--- src/design/sorted_table_insert_delete_assert.svh ---
// Assertion macros shared by the sorted table design.
`ifndef SORTED_TABLE_INSERT_DELETE_ASSERT_SVH
`define SORTED_TABLE_INSERT_DELETE_ASSERT_SVH

// Checks a condition at every rising clock edge outside reset.
`define STID_ASSERT_ALWAYS(label, clk, rst_n, expr, msg) \
  label: assert property (@(posedge clk) disable iff (!(rst_n)) (expr)) else $error(msg);

// Checks that a condition implies another one in the same cycle.
`define STID_ASSERT_IMPLY(label, clk, rst_n, ante, cons, msg) \
  label: assert property (@(posedge clk) disable iff (!(rst_n)) (ante) |-> (cons)) \
    else $error(msg);

// Checks that a condition implies another one in the following cycle.
`define STID_ASSERT_NEXT(label, clk, rst_n, ante, cons, msg) \
  label: assert property (@(posedge clk) disable iff (!(rst_n)) (ante) |=> (cons)) \
    else $error(msg);

`endif

--- src/design/stid_pkg.sv ---
package stid_pkg;

  localparam int unsigned KEY_W       = 16;
  localparam int unsigned KIND_W      = 3;
  localparam int unsigned TAG_W       = 16;
  localparam int unsigned AREA_W      = 32;
  localparam int unsigned ENTRY_W     = KEY_W + KIND_W + TAG_W + AREA_W;
  localparam int unsigned IN_TDATA_W  = ((ENTRY_W + 7) / 8) * 8;
  localparam int unsigned POS_W       = 7;
  localparam int unsigned STATUS_W    = 2;
  localparam int unsigned OUT_TDATA_W = STATUS_W + 2 * POS_W;

  typedef enum logic {
    ACT_INSERT = 1'b0,
    ACT_DELETE = 1'b1
  } action_e;

  typedef enum logic [STATUS_W-1:0] {
    STAT_DONE    = 2'd0,
    STAT_DUP     = 2'd1,
    STAT_MISSING = 2'd2,
    STAT_FULL    = 2'd3
  } status_e;

  typedef enum logic [2:0] {
    S_IDLE,
    S_SCAN,
    S_MVINIT,
    S_MOVE,
    S_COMMIT,
    S_RESP
  } state_e;

  typedef struct packed {
    logic    load;
    logic    scan;
    logic    mv_init;
    logic    mv_step;
    logic    commit;
    logic    resp;
    status_e code;
  } cmd_t;

  typedef struct packed {
    logic insert;
    logic hit;
    logic eq;
    logic scan_end;
    logic full;
    logic mv_done;
    logic out_free;
  } stat_t;

endpackage

--- src/design/stid_datapath.sv ---
module stid_datapath #(
  parameter int unsigned CAPACITY = 64
) (
  input  logic                             clk_i,
  input  logic                             rst_ni,
  input  stid_pkg::cmd_t                   cmd_i,
  output stid_pkg::stat_t                  stat_o,
  input  logic [stid_pkg::IN_TDATA_W-1:0]  in_tdata_i,
  input  logic                             in_tuser_i,
  input  logic                             out_ready_i,
  output logic                             out_valid_o,
  output logic [stid_pkg::OUT_TDATA_W-1:0] out_tdata_o
);

  localparam int unsigned AW = (CAPACITY > 1) ? $clog2(CAPACITY) : 1;
  localparam int unsigned CW = $clog2(CAPACITY + 1);
  localparam logic [CW-1:0] CAP_CNT = CW'(CAPACITY);

  localparam int unsigned EW  = stid_pkg::ENTRY_W;
  localparam int unsigned KW  = stid_pkg::KEY_W;
  localparam int unsigned PW  = stid_pkg::POS_W;

  logic [EW-1:0] mem [CAPACITY];
  logic [EW-1:0] rd_data_q;
  logic [AW-1:0] rd_addr;
  logic          we;
  logic [AW-1:0] wa;
  logic [EW-1:0] wd;

  stid_pkg::action_e act_q;
  logic [EW-1:0]     entry_q;
  logic [CW-1:0]     n_q;
  logic [CW-1:0]     ptr_q;
  logic              pend_q;
  logic [CW-1:0]     pos_q;
  logic [CW-1:0]     src_q;
  logic [CW-1:0]     rem_q;
  logic              wpend_q;
  logic [AW-1:0]     wr_addr_q;

  logic                    out_valid_q;
  stid_pkg::status_e       out_status_q;
  logic [PW-1:0]           out_pos_q;
  logic [PW-1:0]           out_cnt_q;

  logic [KW-1:0] rd_key;
  logic [KW-1:0] new_key;
  logic          up;
  logic          match;
  logic          hit;
  logic          scan_end;
  logic [CW-1:0] src_inc;
  logic [CW-1:0] src_dec;
  logic [CW-1:0] pos_sel;
  logic [CW+PW-1:0] pos_ext;
  logic [CW+PW-1:0] cnt_ext;
  logic          out_free;

  assign rd_key  = rd_data_q[KW-1:0];
  assign new_key = entry_q[KW-1:0];
  assign up      = (act_q == stid_pkg::ACT_INSERT);
  assign src_inc = src_q + 1'b1;
  assign src_dec = src_q - 1'b1;

  // Insert stops at the first key that is not smaller, delete at an equal key.
  assign match    = (act_q == stid_pkg::ACT_DELETE) ? (rd_key == new_key) : (rd_key >= new_key);
  assign hit      = pend_q && match;
  assign scan_end = !hit && (ptr_q == n_q);
  assign out_free = !out_valid_q || out_ready_i;

  assign stat_o.insert   = up;
  assign stat_o.hit      = hit;
  assign stat_o.eq       = (rd_key == new_key);
  assign stat_o.scan_end = scan_end;
  assign stat_o.full     = (n_q == CAP_CNT);
  assign stat_o.mv_done  = (rem_q == '0) && !wpend_q;
  assign stat_o.out_free = out_free;

  always_comb begin
    rd_addr = '0;
    we      = 1'b0;
    wa      = wr_addr_q;
    wd      = rd_data_q;
    if (cmd_i.scan && !hit && !scan_end) begin
      rd_addr = ptr_q[AW-1:0];
    end
    if (cmd_i.mv_step) begin
      if (rem_q != '0) begin
        rd_addr = src_q[AW-1:0];
      end
      we = wpend_q;
    end
    if (cmd_i.commit && up) begin
      we = 1'b1;
      wa = pos_q[AW-1:0];
      wd = entry_q;
    end
  end

  always_ff @(posedge clk_i) begin
    if (we) begin
      mem[wa] <= wd;
    end
    rd_data_q <= mem[rd_addr];
  end

  always_ff @(posedge clk_i) begin
    if (cmd_i.load) begin
      act_q   <= stid_pkg::action_e'(in_tuser_i);
      entry_q <= in_tdata_i[EW-1:0];
    end
  end

  always_ff @(posedge clk_i or negedge rst_ni) begin
    if (!rst_ni) begin
      n_q       <= '0;
      ptr_q     <= '0;
      pend_q    <= 1'b0;
      pos_q     <= '0;
      src_q     <= '0;
      rem_q     <= '0;
      wpend_q   <= 1'b0;
      wr_addr_q <= '0;
    end else begin
      if (cmd_i.load) begin
        ptr_q  <= '0;
        pend_q <= 1'b0;
      end
      if (cmd_i.scan) begin
        if (hit) begin
          pos_q  <= ptr_q - 1'b1;
          pend_q <= 1'b0;
        end else if (scan_end) begin
          pos_q  <= n_q;
          pend_q <= 1'b0;
        end else begin
          ptr_q  <= ptr_q + 1'b1;
          pend_q <= 1'b1;
        end
      end
      if (cmd_i.mv_init) begin
        src_q   <= up ? (n_q - 1'b1) : (pos_q + 1'b1);
        rem_q   <= up ? (n_q - pos_q) : (n_q - pos_q - 1'b1);
        wpend_q <= 1'b0;
      end
      // Each move step reads one slot and writes the entry read in the previous cycle into the slot next to it.
      if (cmd_i.mv_step) begin
        if (rem_q != '0) begin
          wr_addr_q <= up ? src_inc[AW-1:0] : src_dec[AW-1:0];
          src_q     <= up ? src_dec : src_inc;
          rem_q     <= rem_q - 1'b1;
          wpend_q   <= 1'b1;
        end else begin
          wpend_q   <= 1'b0;
        end
      end
      if (cmd_i.commit) begin
        n_q <= up ? (n_q + 1'b1) : (n_q - 1'b1);
      end
    end
  end

  assign pos_sel = (cmd_i.code == stid_pkg::STAT_DONE) ? pos_q : '0;
  assign pos_ext = {{PW{1'b0}}, pos_sel};
  assign cnt_ext = {{PW{1'b0}}, n_q};

  always_ff @(posedge clk_i or negedge rst_ni) begin
    if (!rst_ni) begin
      out_valid_q <= 1'b0;
    end else if (cmd_i.resp && out_free) begin
      out_valid_q <= 1'b1;
    end else if (out_ready_i) begin
      out_valid_q <= 1'b0;
    end
  end

  always_ff @(posedge clk_i) begin
    if (cmd_i.resp && out_free) begin
      out_status_q <= cmd_i.code;
      out_pos_q    <= pos_ext[PW-1:0];
      out_cnt_q    <= cnt_ext[PW-1:0];
    end
  end

  assign out_valid_o = out_valid_q;
  assign out_tdata_o = {out_cnt_q, out_pos_q, out_status_q};

endmodule

--- src/design/stid_ctrl.sv ---
module stid_ctrl (
  input  logic            clk_i,
  input  logic            rst_ni,
  input  logic            in_valid_i,
  output logic            in_ready_o,
  input  stid_pkg::stat_t stat_i,
  output stid_pkg::cmd_t  cmd_o
);

  stid_pkg::state_e  state_q, state_d;
  stid_pkg::status_e code_q, code_d;

  always_ff @(posedge clk_i or negedge rst_ni) begin
    if (!rst_ni) begin
      state_q <= stid_pkg::S_IDLE;
      code_q  <= stid_pkg::STAT_DONE;
    end else begin
      state_q <= state_d;
      code_q  <= code_d;
    end
  end

  always_comb begin
    state_d = state_q;
    code_d  = code_q;
    case (state_q)
      stid_pkg::S_IDLE: begin
        if (in_valid_i) begin
          state_d = stid_pkg::S_SCAN;
          code_d  = stid_pkg::STAT_DONE;
        end
      end
      stid_pkg::S_SCAN: begin
        if (stat_i.insert) begin
          if (stat_i.hit && stat_i.eq) begin
            // A duplicate key wins over a full table.
            code_d  = stid_pkg::STAT_DUP;
            state_d = stid_pkg::S_RESP;
          end else if (stat_i.hit || stat_i.scan_end) begin
            if (stat_i.full) begin
              code_d  = stid_pkg::STAT_FULL;
              state_d = stid_pkg::S_RESP;
            end else begin
              state_d = stid_pkg::S_MVINIT;
            end
          end
        end else begin
          if (stat_i.hit) begin
            state_d = stid_pkg::S_MVINIT;
          end else if (stat_i.scan_end) begin
            code_d  = stid_pkg::STAT_MISSING;
            state_d = stid_pkg::S_RESP;
          end
        end
      end
      stid_pkg::S_MVINIT: begin
        state_d = stid_pkg::S_MOVE;
      end
      stid_pkg::S_MOVE: begin
        if (stat_i.mv_done) begin
          state_d = stid_pkg::S_COMMIT;
        end
      end
      stid_pkg::S_COMMIT: begin
        state_d = stid_pkg::S_RESP;
      end
      stid_pkg::S_RESP: begin
        if (stat_i.out_free) begin
          state_d = stid_pkg::S_IDLE;
        end
      end
      default: begin
        state_d = stid_pkg::S_IDLE;
      end
    endcase
  end

  always_comb begin
    in_ready_o    = 1'b0;
    cmd_o         = '0;
    cmd_o.code    = code_q;
    case (state_q)
      stid_pkg::S_IDLE: begin
        in_ready_o = 1'b1;
        cmd_o.load = in_valid_i;
      end
      stid_pkg::S_SCAN: begin
        cmd_o.scan = 1'b1;
      end
      stid_pkg::S_MVINIT: begin
        cmd_o.mv_init = 1'b1;
      end
      stid_pkg::S_MOVE: begin
        cmd_o.mv_step = 1'b1;
      end
      stid_pkg::S_COMMIT: begin
        cmd_o.commit = 1'b1;
      end
      stid_pkg::S_RESP: begin
        cmd_o.resp = 1'b1;
      end
      default: begin
        in_ready_o = 1'b0;
      end
    endcase
  end

endmodule

--- src/design/sorted_table_insert_delete.sv ---
// Sorted table of up to CAPACITY entries, kept in ascending order of door key.
// The input stream carries one command per transaction: tuser selects insert
// or delete, tdata holds the key and, for an insert, the kind, tag and area.
// The output stream returns one result per command: status, position, count.
// An insert looks for the first key that is not smaller and moves the later
// entries up one slot; a delete looks for an equal key and moves them down.
// A command takes longer the more entries the table holds, and a failed
// command is shorter, as it skips the move: the search and the move both go
// through the single read port of the entry memory, one slot a cycle.
// One command is worked on at a time; the next one is accepted once the
// previous result sits in the output register, even if it is not yet taken.
// If the receiver stalls with a result pending, the next result waits inside
// the block and no further command is accepted until the output frees up.
// Reset empties the table at once; the entry memory itself is not cleared.
module sorted_table_insert_delete #(
  parameter int unsigned CAPACITY = 64
) (
  input  logic                             clk_i,
  input  logic                             rst_ni,
  input  logic                             s_axis_tvalid,
  output logic                             s_axis_tready,
  // door_key [15:0], kind [18:16], tag [34:19], area [66:35], zero fill above
  input  logic [stid_pkg::IN_TDATA_W-1:0]  s_axis_tdata,
  // action [0]
  input  logic                             s_axis_tuser,
  output logic                             m_axis_tvalid,
  input  logic                             m_axis_tready,
  // status [1:0], position [8:2], count [15:9]
  output logic [stid_pkg::OUT_TDATA_W-1:0] m_axis_tdata
);

  `include "sorted_table_insert_delete_assert.svh"

  stid_pkg::cmd_t  cmd;
  stid_pkg::stat_t stat;

  stid_ctrl u_ctrl (
    .clk_i      (clk_i),
    .rst_ni     (rst_ni),
    .in_valid_i (s_axis_tvalid),
    .in_ready_o (s_axis_tready),
    .stat_i     (stat),
    .cmd_o      (cmd)
  );

  stid_datapath #(
    .CAPACITY (CAPACITY)
  ) u_datapath (
    .clk_i       (clk_i),
    .rst_ni      (rst_ni),
    .cmd_i       (cmd),
    .stat_o      (stat),
    .in_tdata_i  (s_axis_tdata),
    .in_tuser_i  (s_axis_tuser),
    .out_ready_i (m_axis_tready),
    .out_valid_o (m_axis_tvalid),
    .out_tdata_o (m_axis_tdata)
  );

  `STID_ASSERT_ALWAYS(a_one_cmd, clk_i, rst_ni,
    $onehot0({cmd.load, cmd.scan, cmd.mv_init, cmd.mv_step, cmd.commit, cmd.resp}),
    "more than one datapath command active")
  `STID_ASSERT_IMPLY(a_fail_pos_zero, clk_i, rst_ni,
    m_axis_tvalid && (m_axis_tdata[1:0] != stid_pkg::STAT_DONE),
    m_axis_tdata[8:2] == 7'd0, "failed command reports a nonzero position")
  `STID_ASSERT_NEXT(a_commit_resp, clk_i, rst_ni, cmd.commit, cmd.resp,
    "commit not followed by a result")

endmodule
--- config.mk ---
export PLATFORM = sky130hd
export DESIGN_NAME = sorted_table_insert_delete
export DESIGN_NICKNAME = d
export VERILOG_FILES = /design/src/design/stid_pkg.sv /design/src/design/stid_datapath.sv /design/src/design/stid_ctrl.sv /design/src/design/sorted_table_insert_delete.sv
export VERILOG_INCLUDE_DIRS = /design/src /design/src/design
export SDC_FILE = /design/constraint.sdc
export NUM_CORES = 1
export LEC_CHECK = 0
export ABC_AREA = 1
export BUFFER_PORTS_ARGS = -buffer_cell sky130_fd_sc_hd__buf_2
export CORE_MARGIN = 4
export CORE_UTILIZATION = 32
export CTS_CLUSTER_SIZE = 20
export DETAILED_ROUTE_END_ITERATION = 10
export GPL_ROUTABILITY_DRIVEN = 0
export PLACE_DENSITY_LB_ADDON = 0.08
export SETUP_SLACK_MARGIN = 0.4
export SYNTH_ARGS = -nofsm -noshare
export SYNTH_HDL_FRONTEND = slang
export SYNTH_MEMORY_MAX_BITS = 65536
export SYNTH_SLANG_ARGS = --single-unit
export TNS_END_PERCENT = 5
--- constraint.sdc ---
create_clock -name clk_i -period 11.2 [get_ports clk_i]
set_input_delay 0.56 -clock clk_i [delete_from_list [all_inputs] [get_ports clk_i]]
set_output_delay 0.56 -clock clk_i [all_outputs]
set_load 0.02 [all_outputs]
==> reports/metrics.yaml <==
outcome: "complete, no violations"
grt_usage_pct: 18.8
power.switching_mw: 6.34
dieArea_um2: 165000
crit_path_start: "u_datapath.entry_q[5]"
setup.worst_path.start_class: "flip-flop"
seq_area_frac_synth_pct: 65.7
synth.avg_cell_area_um2: 10.8
p_int_mw: 9.38
numPortBuffers: 38
synth_ff_type: "edfxtp_1"
grt_start_max_net_pins: 159
powerDensity_nw_per_um2: 272
ys_ff_latch: 1121
clock_tree.root_cell: "clkbuf_16"
routed_wirelength_um: 156000
pwr-share-clk_pct: 27.6
crit_top_cell: "nand3_1"
drt-initial-drc-count: 2597
grt_overflow: 0
dp_hpwl_um: 85300
synthesis.instances: 4695
htreeDepth: 4
syn-num-nets: 4805
crit_slowest_cell: "buf_4"
yosysTopAreaCell: "edfxtp_1"
grt_pass1_vias: 31900
timing.hold.ws_ps: 154
worst_setup_path_end_kind: "flip-flop"
cp_data_arrival_time_ps: 6450
drcViolationCount: 0
synth_area_leaders: "edfxtp_1 63%, nand3_1 11%, nand2_1 5.5%"
rows: 145
cp_top_family: "simple AND/OR/NAND/NOR gates"
cts_resized: 0
path_cells: "inv_1, ha_1, a21oi_1, nor2_1, nor2_1, nand2_1, nand2_1, nand2_1, nand2_1, nand4_2, o21bai_4, buf_12, buf_12, buf_4, nand3_1, nand3_1, nand3_1, nand3_1, nand3_1, nand3_1, nand2_1"
synth.cell_area_um2: 50600
path_clk_slew_ps: 60
min_period_ps: 5870
async_reset_ff_share_pct: 4.28
vias: 33600
max_freq_mhz: 170
sw_frac_of_total_pct: 40.3
synthDistinctLibCells: 47
grt_pass1_wl_um: 228000
hold_path.startpoint: "m_axis_tready"
post-route-util_pct: 36.9
setup_viol: 0
skew_ps: 27.5
rsz0062_at_grt: "false"
core_um2: 157000
maxSlewHeadroom_pct: 7.97
p_seq_share_pct: 35.4
synth-edff-count: 1057
ios: 95
start_util_pct: 32.3
reg2reg_from: "u_datapath.entry_q[5]"
tightestPinTransition_ps: 1380
cts_tree: "yes"
cts_buffers: 138
routedWlPerCell_um: 22.7
clock-sinks: 1121
first_pass_iters: 5
final_layout_size_suffix_gt1_share_pct: 8.21
finalSetupTns_ps: 0
die_w_um: 406
synth_warnings: 0
final_nets: 4821
syn2layout_area_growth_pct: 14.3
viasPerCell: 4.89
power_mw: 15.7
power_leakage_nw: 22.4
clkLatencyLatePin_ps: 750
synth_common_cells: "1119 x nand3_1, 1057 x edfxtp_1, 747 x nand2_1"
slowest_delay_ps: 650
crit_buf_inv: 4
clock_path_buffers: 3
ir_worst_vdd_v: 0.000225
die_h_um: 406
crit_required_ps: 11780
worst-setup-path-type: "reg2reg"
synth_top_area_share_pct: 62.7
synth.most_common_cell: "nand3_1"
hp-class: "in2reg"
antenna_found_initial: 2
min_period_over_period_pct: 52.4
max_cap_violations: 0
p_comb_share_pct: 37.0
hold_viol: 0
finalMaxSlewViolations: 0
ant_nets: 0
crit_fanout: 158
layout make-up:
type	count	area, µm²
fill	15600	98900
sequential	1121	33300
multi-input combinational	2604	13700
clock buffer	183	3800
tap	2058	2570
inverter	673	2540
timing repair buffer	173	1350
clock inverter	68	563
antenna	1	2.50
worst register-to-register path, stage by stage (launching register included):
cell and delay [ps]:
edfxtp_1 360, inv_1 190, ha_1 280, a21oi_1 160
nor2_1 50, nor2_1 100, nand2_1 70, nand2_1 50
nand2_1 60, nand2_1 120, nand4_2 460, o21bai_4 480
buf_12 610, buf_12 630, buf_4 790, nand3_1 200
nand3_1 140, nand3_1 90, nand3_1 180, nand3_1 330
nand3_1 210, nand2_1 170
cells by family (layout without fill, tap and decap cells):
logic type / after synthesis / in the layout / synth area share (%)
flip-flops: 1121 / 1121 / 65.7
multiplexers: 1 / 1 / 0.0198
AND/OR/NAND/NOR: 2393 / 2393 / 23.4
adder cells (fa/ha/maj): 33 / 33 / 0.831
other: 0 / 1 / 0
buffers and inverters: 970 / 1097 / 7.76
XOR/XNOR: 36 / 36 / 0.623
AO/OA/AOI/OAI: 141 / 141 / 1.60
routing by layer:
metal	up-vias	GRT usage (%)	part of all wire (%)
li1	16100	-	-
met1	16500	26.4	46
met2	738	30.6	47
met3	215	2.39	4.0
met4	0	5.15	2.5
met5	-	0	0
power groups by stage:
stage	registers, mW	logic, mW	clock network, mW
6_report	5.56	5.81	4.34
3_3_place_gp	5.65	5.89	0
4_1_cts	5.57	5.94	4.46
3_5_place_dp	5.65	5.92	0
5_1_grt	5.58	6.42	4.63
2_1_floorplan	5.70	3.56	0
repair_timing:
item                                   in CTS  in global routing
setup buffers                               0                  0
setup endpoints to repair                   0                  0
endpoints found under the hold margin      65                  0
hold buffers                               18                  0
final timing paths:
check / end / slack (ps) / depth (start not counted)
max: u_datapath.rd_data_q[7] / 5330 / 21
min: u_datapath.out_valid_o / 150 / 4
max reg2reg: u_datapath.rd_data_q[7] / 5330 / 21
min reg2reg: u_datapath.out_status_q[0] / 520 / 0
max in group asynchronous: u_datapath.n_q[3] / 10250 / 3
min in group asynchronous: u_datapath.rem_q[3] / 460 / 3
through the flow:
stage	setup WS (ps)	area [µm²]	std cells
floorplan	6520	50600	4695
detailed placement	5330	53300	6611
CTS	5310	57800	6880
global placement	5290	53300	6611
finish	5330	57800	6881
global route	4960	57800	6880
placed cells by master (no fill, tap or decap), types with 4 or more instances in the layout:
cell	Yosys	layout
dfrtp_1	48	48
dfxtp_1	16	16
o211ai_1	13	13
bufinv_16	0	8
dlygate4sd3_1	0	18
clkinv_1	0	36
nand3b_1	368	368
xnor2_1	5	5
nand2_1	747	745
o21ai_0	76	60
clkinv_2	0	15
clkinv_8	0	4
xor2_1	31	31
o21ai_4	0	15
inv_2	6	5
buf_4	3	109
clkbuf_1	59	35
edfxtp_1	1057	1057
nor3_1	22	18
a21oi_1	26	24
nor3_2	1	5
ha_1	32	32
nor2_1	120	105
buf_2	211	38
nand4_1	5	5
nor2_2	3	18
inv_1	667	665
nand3_1	1119	1119
a31oi_1	4	4
clkbuf_16	0	145
buf_12	0	8
state kept, by name (all words and copies together), names as in the netlist:
signal                   flops
u_datapath.wr_addr_q         6
u_datapath.out_pos_q         7
u_datapath.pend_q            1
u_datapath.out_status_q      2
u_datapath.pos_q             7
u_ctrl.state_q               3
u_datapath.ptr_q             7
u_datapath.n_q               7
u_datapath.src_q             6
u_datapath.out_cnt_q         7
u_ctrl.code_q                2
u_datapath.out_valid_o       1
u_datapath.wpend_q           1
u_datapath.entry_q          16
u_datapath.rem_q             7
u_datapath.mem            1024
u_datapath.rd_data_q        16
u_datapath.act_q             1
No activity file was read; power rests on OpenSTA's default activity.
